### config.mk
export PLATFORM = sky130hd
export DESIGN_NAME = c2_interface_frame_master_core
export DESIGN_NICKNAME = d
export VERILOG_FILES = /design/src/rtl/c2fm_pkg.sv /design/src/rtl/c2_interface_frame_master_core.sv /design/src/rtl/c2fm_cfg.sv /design/src/rtl/c2fm_seq.sv
export SDC_FILE = /design/constraint.sdc
export NUM_CORES = 1
export LEC_CHECK = 0
export BUFFER_PORTS_ARGS = -buffer_cell sky130_fd_sc_hd__buf_2
export CAP_MARGIN = 25
export CELL_PAD_IN_SITES_DETAIL_PLACEMENT = 1
export CELL_PAD_IN_SITES_GLOBAL_PLACEMENT = 1
export CORE_MARGIN = 4
export CORE_UTILIZATION = 45
export DETAILED_ROUTE_END_ITERATION = 8
export PLACE_DENSITY = 0.79
export SYNTH_ARGS = -nofsm -noshare
export SYNTH_HDL_FRONTEND = slang
export SYNTH_SLANG_ARGS = --single-unit
### constraint.sdc
create_clock -name clk -period 14.25 [get_ports clk]
set_clock_uncertainty 0.1 [all_clocks]
set_input_delay 0 -clock clk [delete_from_list [all_inputs] [get_ports clk]]
set_output_delay 0 -clock clk [all_outputs]
set_load 0.01 [all_outputs]
### src/rtl/c2fm_pkg.sv
// Shared types and constants for the C2 interface frame master.
`timescale 1ns / 1ps
package c2fm_pkg;

  localparam int unsigned TIMER_BITS = 20;
  localparam int unsigned LIM_W      = 33;

  localparam int unsigned CFG_AW = 5;
  localparam int unsigned CFG_DW = 32;

  localparam logic [2:0] REG_LOW_TICKS   = 3'd0;
  localparam logic [2:0] REG_HIGH_TICKS  = 3'd1;
  localparam logic [2:0] REG_RST_LOW     = 3'd2;
  localparam logic [2:0] REG_RST_RECOVER = 3'd3;
  localparam logic [2:0] REG_WAIT_LIMIT  = 3'd4;

  localparam logic [2:0] OP_ADDR_WRITE = 3'd0;
  localparam logic [2:0] OP_ADDR_READ  = 3'd1;
  localparam logic [2:0] OP_DATA_WRITE = 3'd2;
  localparam logic [2:0] OP_DATA_READ  = 3'd3;
  localparam logic [2:0] OP_RESET      = 3'd4;

  typedef struct packed {
    logic [15:0] low_ticks;
    logic [15:0] high_ticks;
    logic [19:0] reset_low_ticks;
    logic [19:0] reset_recover_ticks;
    logic [15:0] wait_limit;
  } c2fm_cfg_t;

  typedef struct packed {
    logic       start_req;
    logic [2:0] opcode;
    logic [7:0] write_byte;
    logic       data_pin_in;
  } c2fm_item_t;

  typedef struct packed {
    logic       clock_pin;
    logic       data_drive_enable;
    logic       data_pin_out;
    logic       busy_res;
    logic       frame_done;
    logic       ack_ok;
    logic [7:0] read_byte;
  } c2fm_res_t;

endpackage

### src/rtl/c2_interface_frame_master_core.sv
// Top level of the C2 interface frame master: item registers, sequencer, registers.
// Result path: the accepted item is held in the input register, and its result in the result register.
// Throughput: one item per cycle while no result waits; the sequencer steps once per item in a single pass.
// A waiting result stalls the sequencer; one more item can wait in the input register.
// Reset: synchronous active-low rst_n clears both stage valids and the frame state
// and loads the timing registers with their defaults.
`timescale 1ns / 1ps
module c2_interface_frame_master_core (
  input  logic                         clk,
  input  logic                         rst_n,
  input  logic                         in_valid,
  output logic                         in_ready,
  input  logic                         in_start_req,
  input  logic [2:0]                   in_opcode,
  input  logic [7:0]                   in_write_byte,
  input  logic                         in_data_pin_in,
  output logic                         out_valid,
  input  logic                         out_ready,
  output logic                         out_clock_pin,
  output logic                         out_data_drive_enable,
  output logic                         out_data_pin_out,
  output logic                         out_busy_res,
  output logic                         out_frame_done,
  output logic                         out_ack_ok,
  output logic [7:0]                   out_read_byte,
  input  logic                         cfg_psel,
  input  logic                         cfg_penable,
  input  logic                         cfg_pwrite,
  input  logic [c2fm_pkg::CFG_AW-1:0]  cfg_paddr,
  input  logic [c2fm_pkg::CFG_DW-1:0]  cfg_pwdata,
  output logic [c2fm_pkg::CFG_DW-1:0]  cfg_prdata,
  output logic                         cfg_pready
);
  import c2fm_pkg::*;

  c2fm_cfg_t  cfg;
  c2fm_item_t item_r;
  c2fm_res_t  res;
  c2fm_res_t  res_r;
  logic       item_vld_r;
  logic       out_vld_r;
  logic       step;

  assign step     = item_vld_r & (~out_vld_r | out_ready);
  assign in_ready = ~item_vld_r | step;

  always_ff @(posedge clk) begin
    if (!rst_n) begin
      item_vld_r <= 1'b0;
      out_vld_r  <= 1'b0;
    end else begin
      if (in_ready) item_vld_r <= in_valid;
      if (step) out_vld_r <= 1'b1;
      else if (out_ready) out_vld_r <= 1'b0;
    end
  end

  always_ff @(posedge clk) begin
    if (in_valid && in_ready) begin
      item_r.start_req   <= in_start_req;
      item_r.opcode      <= in_opcode;
      item_r.write_byte  <= in_write_byte;
      item_r.data_pin_in <= in_data_pin_in;
    end
    if (step) res_r <= res;
  end

  c2fm_cfg u_cfg (
    .clk     (clk),
    .rst_n   (rst_n),
    .psel    (cfg_psel),
    .penable (cfg_penable),
    .pwrite  (cfg_pwrite),
    .paddr   (cfg_paddr),
    .pwdata  (cfg_pwdata),
    .prdata  (cfg_prdata),
    .pready  (cfg_pready),
    .cfg     (cfg)
  );

  c2fm_seq u_seq (
    .clk   (clk),
    .rst_n (rst_n),
    .step  (step),
    .item  (item_r),
    .cfg   (cfg),
    .res   (res)
  );

  assign out_valid             = out_vld_r;
  assign out_clock_pin         = res_r.clock_pin;
  assign out_data_drive_enable = res_r.data_drive_enable;
  assign out_data_pin_out      = res_r.data_pin_out;
  assign out_busy_res          = res_r.busy_res;
  assign out_frame_done        = res_r.frame_done;
  assign out_ack_ok            = res_r.ack_ok;
  assign out_read_byte         = res_r.read_byte;

endmodule

### src/rtl/c2fm_cfg.sv
// APB register bank holding the pulse timing and acknowledge wait limit.
`timescale 1ns / 1ps
module c2fm_cfg (
  input  logic                         clk,
  input  logic                         rst_n,
  input  logic                         psel,
  input  logic                         penable,
  input  logic                         pwrite,
  input  logic [c2fm_pkg::CFG_AW-1:0]  paddr,
  input  logic [c2fm_pkg::CFG_DW-1:0]  pwdata,
  output logic [c2fm_pkg::CFG_DW-1:0]  prdata,
  output logic                         pready,
  output c2fm_pkg::c2fm_cfg_t          cfg
);
  import c2fm_pkg::*;

  c2fm_cfg_t  cfg_r;
  logic [2:0] idx;
  logic       wr_en;

  assign idx    = paddr[CFG_AW-1:2];
  assign pready = 1'b1;
  assign wr_en  = psel & penable & pwrite;
  assign cfg    = cfg_r;

  always_ff @(posedge clk) begin
    if (!rst_n) begin
      cfg_r.low_ticks           <= 16'd30;
      cfg_r.high_ticks          <= 16'd50;
      cfg_r.reset_low_ticks     <= 20'd2500;
      cfg_r.reset_recover_ticks <= 20'd300;
      cfg_r.wait_limit          <= 16'd600;
    end else if (wr_en) begin
      case (idx)
        REG_LOW_TICKS:   cfg_r.low_ticks           <= pwdata[15:0];
        REG_HIGH_TICKS:  cfg_r.high_ticks          <= pwdata[15:0];
        REG_RST_LOW:     cfg_r.reset_low_ticks     <= pwdata[19:0];
        REG_RST_RECOVER: cfg_r.reset_recover_ticks <= pwdata[19:0];
        REG_WAIT_LIMIT:  cfg_r.wait_limit          <= pwdata[15:0];
        default: ;
      endcase
    end
  end

  always_comb begin
    case (idx)
      REG_LOW_TICKS:   prdata = {16'd0, cfg_r.low_ticks};
      REG_HIGH_TICKS:  prdata = {16'd0, cfg_r.high_ticks};
      REG_RST_LOW:     prdata = {12'd0, cfg_r.reset_low_ticks};
      REG_RST_RECOVER: prdata = {12'd0, cfg_r.reset_recover_ticks};
      REG_WAIT_LIMIT:  prdata = {16'd0, cfg_r.wait_limit};
      default:         prdata = '0;
    endcase
  end

endmodule

### src/rtl/c2fm_seq.sv
// Pin-level frame sequencer: one tick of state update per item.
`timescale 1ns / 1ps
module c2fm_seq (
  input  logic                 clk,
  input  logic                 rst_n,
  input  logic                 step,
  input  c2fm_pkg::c2fm_item_t item,
  input  c2fm_pkg::c2fm_cfg_t  cfg,
  output c2fm_pkg::c2fm_res_t  res
);
  import c2fm_pkg::*;

  typedef enum logic [3:0] {
    PH_IDLE, PH_START, PH_INS, PH_LEN, PH_WBITS,
    PH_RBITS, PH_WAIT, PH_STOP, PH_RST_LOW, PH_RST_HIGH
  } phase_t;

  localparam logic [LIM_W-1:0] TIMER_CAP = LIM_W'(64'd1 << TIMER_BITS);

  phase_t                phase_r, phase_nxt;
  logic [2:0]            kind_r, kind_nxt;
  logic [TIMER_BITS-1:0] tick_r, tick_nxt;
  logic [3:0]            bcnt_r, bcnt_nxt;
  logic [15:0]           wcnt_r, wcnt_nxt;
  logic [7:0]            sbyte_r, sbyte_nxt;
  logic                  ack_r, ack_nxt;
  logic [1:0]            drive_r, drive_nxt;
  logic                  clkhi_r, clkhi_nxt;

  always_comb begin
    logic [LIM_W-1:0] raw;
    logic [LIM_W-1:0] lim;
    logic [LIM_W-1:0] nxt_tick;
    logic             over;
    logic             done;
    logic [15:0]      wl;

    phase_nxt = phase_r;
    kind_nxt  = kind_r;
    tick_nxt  = tick_r;
    bcnt_nxt  = bcnt_r;
    wcnt_nxt  = wcnt_r;
    sbyte_nxt = sbyte_r;
    ack_nxt   = ack_r;
    drive_nxt = drive_r;
    clkhi_nxt = clkhi_r;
    done      = 1'b0;

    if (phase_r == PH_IDLE && item.start_req && item.opcode <= OP_RESET) begin
      kind_nxt  = item.opcode;
      tick_nxt  = '0;
      bcnt_nxt  = '0;
      wcnt_nxt  = '0;
      clkhi_nxt = 1'b0;
      ack_nxt   = !(item.opcode == OP_DATA_WRITE || item.opcode == OP_DATA_READ);
      sbyte_nxt = (item.opcode == OP_ADDR_WRITE || item.opcode == OP_DATA_WRITE) ?
                  item.write_byte : 8'd0;
      phase_nxt = (item.opcode == OP_RESET) ? PH_RST_LOW : PH_START;
    end

    res.busy_res          = phase_nxt != PH_IDLE;
    res.clock_pin         = (phase_nxt == PH_IDLE || phase_nxt == PH_RST_HIGH) ? 1'b1 :
                            (phase_nxt == PH_RST_LOW) ? 1'b0 : clkhi_nxt;
    res.data_drive_enable = drive_nxt[0];
    res.data_pin_out      = drive_nxt[1];

    // half-period timer
    case (phase_nxt)
      PH_RST_LOW:  raw = LIM_W'(cfg.reset_low_ticks);
      PH_RST_HIGH: raw = LIM_W'(cfg.reset_recover_ticks);
      default:     raw = clkhi_nxt ? LIM_W'(cfg.high_ticks) : LIM_W'(cfg.low_ticks);
    endcase
    lim      = (raw == '0) ? LIM_W'(1) : ((raw > TIMER_CAP) ? TIMER_CAP : raw);
    nxt_tick = LIM_W'(tick_nxt) + LIM_W'(1);
    over     = nxt_tick >= lim;
    wl       = (cfg.wait_limit == 16'd0) ? 16'd1 : cfg.wait_limit;

    if (phase_nxt != PH_IDLE) begin
      tick_nxt = over ? '0 : nxt_tick[TIMER_BITS-1:0];
    end

    if (phase_nxt == PH_RST_LOW) begin
      if (over) phase_nxt = PH_RST_HIGH;
    end else if (phase_nxt == PH_RST_HIGH) begin
      if (over) begin
        ack_nxt   = 1'b1;
        phase_nxt = PH_IDLE;
        clkhi_nxt = 1'b0;
        done      = 1'b1;
      end
    end else if (phase_nxt != PH_IDLE) begin
      if (!clkhi_nxt) begin
        if (over) clkhi_nxt = 1'b1;
      end else if (over) begin
        // end of a pulse; every path leaves the clock low with the timer at zero
        clkhi_nxt = 1'b0;
        case (phase_nxt)
          PH_START: begin
            phase_nxt = PH_INS;
            bcnt_nxt  = '0;
            drive_nxt = {~kind_nxt[0], 1'b1};
          end
          PH_INS: begin
            bcnt_nxt = bcnt_nxt + 4'd1;
            if (bcnt_nxt < 4'd2) begin
              drive_nxt = {~kind_nxt[1], 1'b1};
            end else begin
              bcnt_nxt = '0;
              if (kind_nxt == OP_ADDR_WRITE) begin
                phase_nxt = PH_WBITS;
                drive_nxt = {sbyte_nxt[0], 1'b1};
              end else if (kind_nxt == OP_ADDR_READ) begin
                phase_nxt = PH_RBITS;
                drive_nxt = 2'b00;
                sbyte_nxt = '0;
              end else begin
                phase_nxt = PH_LEN;
                drive_nxt = 2'b01;
              end
            end
          end
          PH_LEN: begin
            bcnt_nxt = bcnt_nxt + 4'd1;
            if (bcnt_nxt < 4'd2) begin
              drive_nxt = 2'b01;
            end else begin
              bcnt_nxt = '0;
              if (kind_nxt == OP_DATA_WRITE) begin
                phase_nxt = PH_WBITS;
                drive_nxt = {sbyte_nxt[0], 1'b1};
              end else begin
                phase_nxt = PH_WAIT;
                drive_nxt = 2'b00;
                wcnt_nxt  = '0;
              end
            end
          end
          PH_WBITS: begin
            bcnt_nxt = bcnt_nxt + 4'd1;
            if (bcnt_nxt < 4'd8) begin
              drive_nxt = {sbyte_nxt[bcnt_nxt[2:0]], 1'b1};
            end else begin
              bcnt_nxt  = '0;
              drive_nxt = 2'b00;
              if (kind_nxt == OP_DATA_WRITE) begin
                phase_nxt = PH_WAIT;
                wcnt_nxt  = '0;
              end else begin
                phase_nxt = PH_STOP;
              end
            end
          end
          PH_RBITS: begin
            sbyte_nxt = {item.data_pin_in, sbyte_nxt[7:1]};
            bcnt_nxt  = bcnt_nxt + 4'd1;
            if (bcnt_nxt >= 4'd8) begin
              bcnt_nxt  = '0;
              phase_nxt = PH_STOP;
            end
          end
          PH_WAIT: begin
            if (item.data_pin_in) begin
              ack_nxt = 1'b1;
              if (kind_nxt == OP_DATA_READ) begin
                phase_nxt = PH_RBITS;
                bcnt_nxt  = '0;
                sbyte_nxt = '0;
              end else begin
                phase_nxt = PH_STOP;
              end
            end else begin
              wcnt_nxt = wcnt_nxt + 16'd1;
              if (wcnt_nxt >= wl || wcnt_nxt == 16'd0) begin
                ack_nxt = 1'b0;
                if (kind_nxt == OP_DATA_READ) begin
                  // timed-out read ends without a stop pulse
                  sbyte_nxt = '0;
                  phase_nxt = PH_IDLE;
                  done      = 1'b1;
                end else begin
                  phase_nxt = PH_STOP;
                end
              end
            end
          end
          default: begin
            phase_nxt = PH_IDLE;
            done      = 1'b1;
          end
        endcase
      end
    end

    res.frame_done = done;
    res.ack_ok     = done & ack_nxt;
    res.read_byte  = (done && (kind_nxt == OP_ADDR_READ || kind_nxt == OP_DATA_READ)) ?
                     sbyte_nxt : 8'd0;
  end

  always_ff @(posedge clk) begin
    if (!rst_n) begin
      phase_r <= PH_IDLE;
      kind_r  <= '0;
      tick_r  <= '0;
      bcnt_r  <= '0;
      wcnt_r  <= '0;
      sbyte_r <= '0;
      ack_r   <= 1'b0;
      drive_r <= 2'b00;
      clkhi_r <= 1'b0;
    end else if (step) begin
      phase_r <= phase_nxt;
      kind_r  <= kind_nxt;
      tick_r  <= tick_nxt;
      bcnt_r  <= bcnt_nxt;
      wcnt_r  <= wcnt_nxt;
      sbyte_r <= sbyte_nxt;
      ack_r   <= ack_nxt;
      drive_r <= drive_nxt;
      clkhi_r <= clkhi_nxt;
    end
  end

endmodule
==> Implementation_results.wiki <==
{| class="wikitable"
! Metric !! Value
|-
| Data required time of the worst path || 14.52 ns
|-
| Detailed router's first-iteration violation count || 876
|-
| Count of antenna-violating nets left after detailed routing || 0
|-
| Global placement routability congestion || 0.901
|-
| Final Max Tran Viols || 0
|-
| Total die area || 0.0264 mm²
|-
| Commonest register cell after synthesis || sky130_fd_sc_hd__dfxtp_1
|-
| Worst ir drop on vdd || 0.0000671 V
|-
| Final critical-path required period || 6.75 ns
|-
| Number of distinct standard cells referenced by the synthesized netlist || 79
|-
| Routed vias || 10.8k
|-
| Buffer count from post-CTS setup fixing || 0
|-
| DRC || 0
|-
| Minimum setup slack among reg-to-reg paths || 7.50 ns
|-
| Max-cap violations || 0
|-
| Core area || 0.0235 mm²
|-
| Worst hold margin || 0.145 ns
|-
| Tightest Pin Transition || 1.09 ns
|-
| CTS resizes || 0
|-
| FP Rows || 56
|-
| Count of final hold-check violations || 0
|-
| Avg Inst Size Synth || 7.75 µm²
|-
| Warning count from the yosys run || 0
|-
| Antenna violations before repair || 0
|-
| Post-synth EDFFs || 27
|-
| Rel. slew slack || 27.0%
|-
| Number of H-tree branching levels || 4
|-
| Run status || completed
|-
| Number of optimization iterations in the first detailed-route pass || 5
|-
| Layout Nets || 1540
|-
| Critical path startpoint category || flip-flop
|-
| Cell with the largest stage delay on the worst path || sky130_fd_sc_hd__nor3_2
|-
| Syn-to-layout area delta || 14.1%
|-
| Arrival time of data at the critical path endpoint || 7.02 ns
|-
| Clk sinks || 176
|-
| Wire length per cell after detailed routing || 21.2 µm
|-
| Total half-perimeter wirelength after legalization and detailed placement || 24.9 mm
|-
| Leakage power summed over all cells || 0.00462 µW
|-
| Crit. End Element || flip-flop
|-
| Reg2reg end || u_seq.wcnt_r[5]$_SDFFE_PN0P_
|-
| Clock Pin Slew Worst Setup and Hold Paths || 0.08 ns
|-
| Antenna diode instance count || 0
|-
| Post-Synthesis Cells || 1387
|-
| Setup repair after global routing missed its margin || no
|-
| Remaining global-route overflow || 0
|-
| Worst r2r path cells || 19
|-
| Via count of the first global-routing pass || 11.2k
|-
| Commonest cells after routing, fill and taps aside || 306 x sky130_fd_sc_hd__nand2_1, 149 x sky130_fd_sc_hd__dfxtp_1, 129 x sky130_fd_sc_hd__a21oi_1, 78 x sky130_fd_sc_hd__buf_2, 76 x sky130_fd_sc_hd__nor2_1
|-
| Largest stage delay on the critical path || 0.86 ns
|-
| Share of the yosys chip area belonging to registers || 35.3%
|-
| Hold Path End || u_cfg.cfg[48]$_SDFFE_PN0P_
|-
| Async set-or-reset flop fraction in the synthesized netlist || 0%
|-
| First-pass GRT wire length || 60.6 mm
|-
| Cell depth of the worst min-delay path || 7
|-
| CTS tree || built
|-
| Commonest non-fill, non-tap cell in the layout || sky130_fd_sc_hd__nand2_1
|-
| Overall global routing resource usage || 28.5%
|-
| Worst R2R Start || item_r[10]$_DFFE_PP_
|-
| Post-route clock period utilization || 47.4%
|-
| Post-route worst setup slack || 7.50 ns
|-
| Buffers and inverters on the worst path || 2
|-
| Quantity of I/O buffers inserted on ports || 78
|-
| Cell breakdown of the critical path || o21ai_2 -> nand3_1 -> nand2_1 -> inv_2 -> mux2_2 -> o21ai_0 -> nand4_1 -> nand4b_1 -> o31ai_1 -> ha_1 -> nor2b_1 -> o21ai_0 -> a41oi_1 -> o2111ai_1 -> a21bo_2 -> inv_6 -> nor3_2 -> a21oi_1 -> a21oi_1
|-
| Total detailed-routing wirelength || 37.7 mm
|-
| Final count of negative-setup-slack endpoints || 0
|-
| Largest net degree at the start of global routing || 96
|-
| Dominant delay contributor by cell family on the critical path || compound AO/OA/AOI/OAI gates
|-
| Path type of the worst setup path || reg -> reg
|-
| Ports || 106
|-
| Area of the mapped netlist || 0.0107 mm²
|-
| Source of the worst hold timing path || cfg_pwrite
|-
| Clock buffer count from CTS || 17
|-
| Number of flip-flops and latches in the synthesized netlist || 176
|-
| Layout cell share with drive strength beyond 1 || 13.2%
|-
| Root Driver || sky130_fd_sc_hd__clkbuf_16
|-
| Horizontal die dimension || 163 µm
|-
| Clock tree buffer depth || 2
|-
| Clock insertion delay at the later pin of the skew report || 0.44 ns
|-
| DR vias/cell || 6.11
|-
| Peak clock frequency supported by timing || 148 MHz
|-
| Crit Path Max Fanout || 35
|-
| Setup slack after placement || 7.54 ns
|-
| Final TNS setup || 0 ns
|-
| Power per Cell Area || 94.6 mW/mm²
|-
| Initial Util || 45.8%
|-
| Die Ht || 163 µm
|-
| Class of the worst hold path || in -> reg
|}
[worst max path at each step]
| stage | startpoint | depth (start not counted) | endpoint | slack (ns) |
|---|---|---|---|---|
| after detailed placement | item_r[10]$_DFFE_PP_ | 19 | u_seq.wcnt_r[5]$_SDFFE_PN0P_ | 7.54 |
| final | item_r[10]$_DFFE_PP_ | 19 | u_seq.wcnt_r[5]$_SDFFE_PN0P_ | 7.50 |
| after floorplan | item_r[11]$_DFFE_PP_ | 26 | u_seq.clkhi_r$_SDFFE_PN0P_ | 8.44 |
| after CTS | item_r[10]$_DFFE_PP_ | 19 | u_seq.wcnt_r[5]$_SDFFE_PN0P_ | 7.52 |
| after global placement | item_r[10]$_DFFE_PP_ | 19 | u_seq.wcnt_r[5]$_SDFFE_PN0P_ | 7.71 |
| after global routing | u_seq.phase_r[0]$_SDFFE_PN0P_ | 20 | u_seq.wcnt_r[5]$_SDFFE_PN0P_ | 7.09 |
[final cells by class]
cell class,instances,area (µm²)
Timing Repair Buffer,134,936
Clock buffer,19,454
Inverter,30,118
Tap cell,319,399
Fill cell,2934,11200
Clock inverter,13,146
Multi-Input combinational cell,1083,6420
Sequential cell,176,3790
[tightest hold or removal path: cells and delay by family]
| family | cells | cell delay [ns] |
|---|---|---|
| AND/OR/NAND/NOR | 5 | 0.47 |
| buffers and inverters | 1 | 0.11 |
| AO/OA/AOI/OAI | 1 | 0.06 |
[power by group]
part	switching [µW]	total (µW)	internal (µW)
logic	102	151	48.7
registers	8.83	520	511
clock network	230	489	259
[registers in the layout, indices dropped and copies added (netlist names)]
signal                 count
item_r                    13
out_frame_done             1
out_busy_res               1
u_seq.kind_r               3
u_cfg.cfg                 88
u_seq.sbyte_r              8
out_clock_pin              1
u_seq.phase_r              4
u_seq.ack_r                1
u_seq.bcnt_r               4
u_seq.wcnt_r              16
out_valid                  1
u_seq.tick_r              20
out_read_byte              8
item_vld_r                 1
out_ack_ok                 1
u_seq.drive_r              2
u_seq.clkhi_r              1
out_data_pin_out           1
out_data_drive_enable      1
[repair_timing]
item                                    in CTS  in global routing
endpoints found under the setup margin       0                  0
hold endpoints to repair                   103                  0
hold buffers                                39                  0
[layer usage]
layer	vias up	track usage, %	part of all wire (%)
met5	-	0	0
met4	0	10.4	3.3
met3	79	4.13	5.1
met2	333	47.7	48
met1	5346	37.7	44
li1	5079	-	-
[logic make-up after synthesis]
group           count (synthesis)  synth area share (%)
fa+ha+maj                      41                  4.77
mux                            48                  5.04
simple gates                  584                  24.9
xor+xnor                       29                  2.36
other cells                     2                0.0699
compound gates                368                  21.9
buf+inv                       139                  5.63
flops                         176                  35.3
[metrics by stage]
stage	power, µW	utilization, %	instances	instance area [µm²]
floorplan	617	-	1398	10800
global placement	665	47.8	1700	11200
detailed placement	669	47.9	1701	11200
CTS	1160	52.1	1772	12200
global route	1200	52.3	1774	12300
finish	1160	52.3	1774	12300
[cell usage after synthesis, drive strengths merged (18+ instances only)]
cell type | instances | area [µm²]
nor3 | 18 | 105
o21ai | 67 | 339
o22ai | 18 | 113
inv | 30 | 118
nand2 | 306 | 1150
a22o | 19 | 166
clkbuf | 75 | 282
dfxtp | 149 | 2980
mux2 | 29 | 327
nor2 | 77 | 289
edfxtp | 27 | 811
nand3 | 72 | 360
a21oi | 129 | 646
buf | 34 | 206
ha | 41 | 513
nor4 | 20 | 155
a22oi | 37 | 278
(Power assumes the default switching activity.)
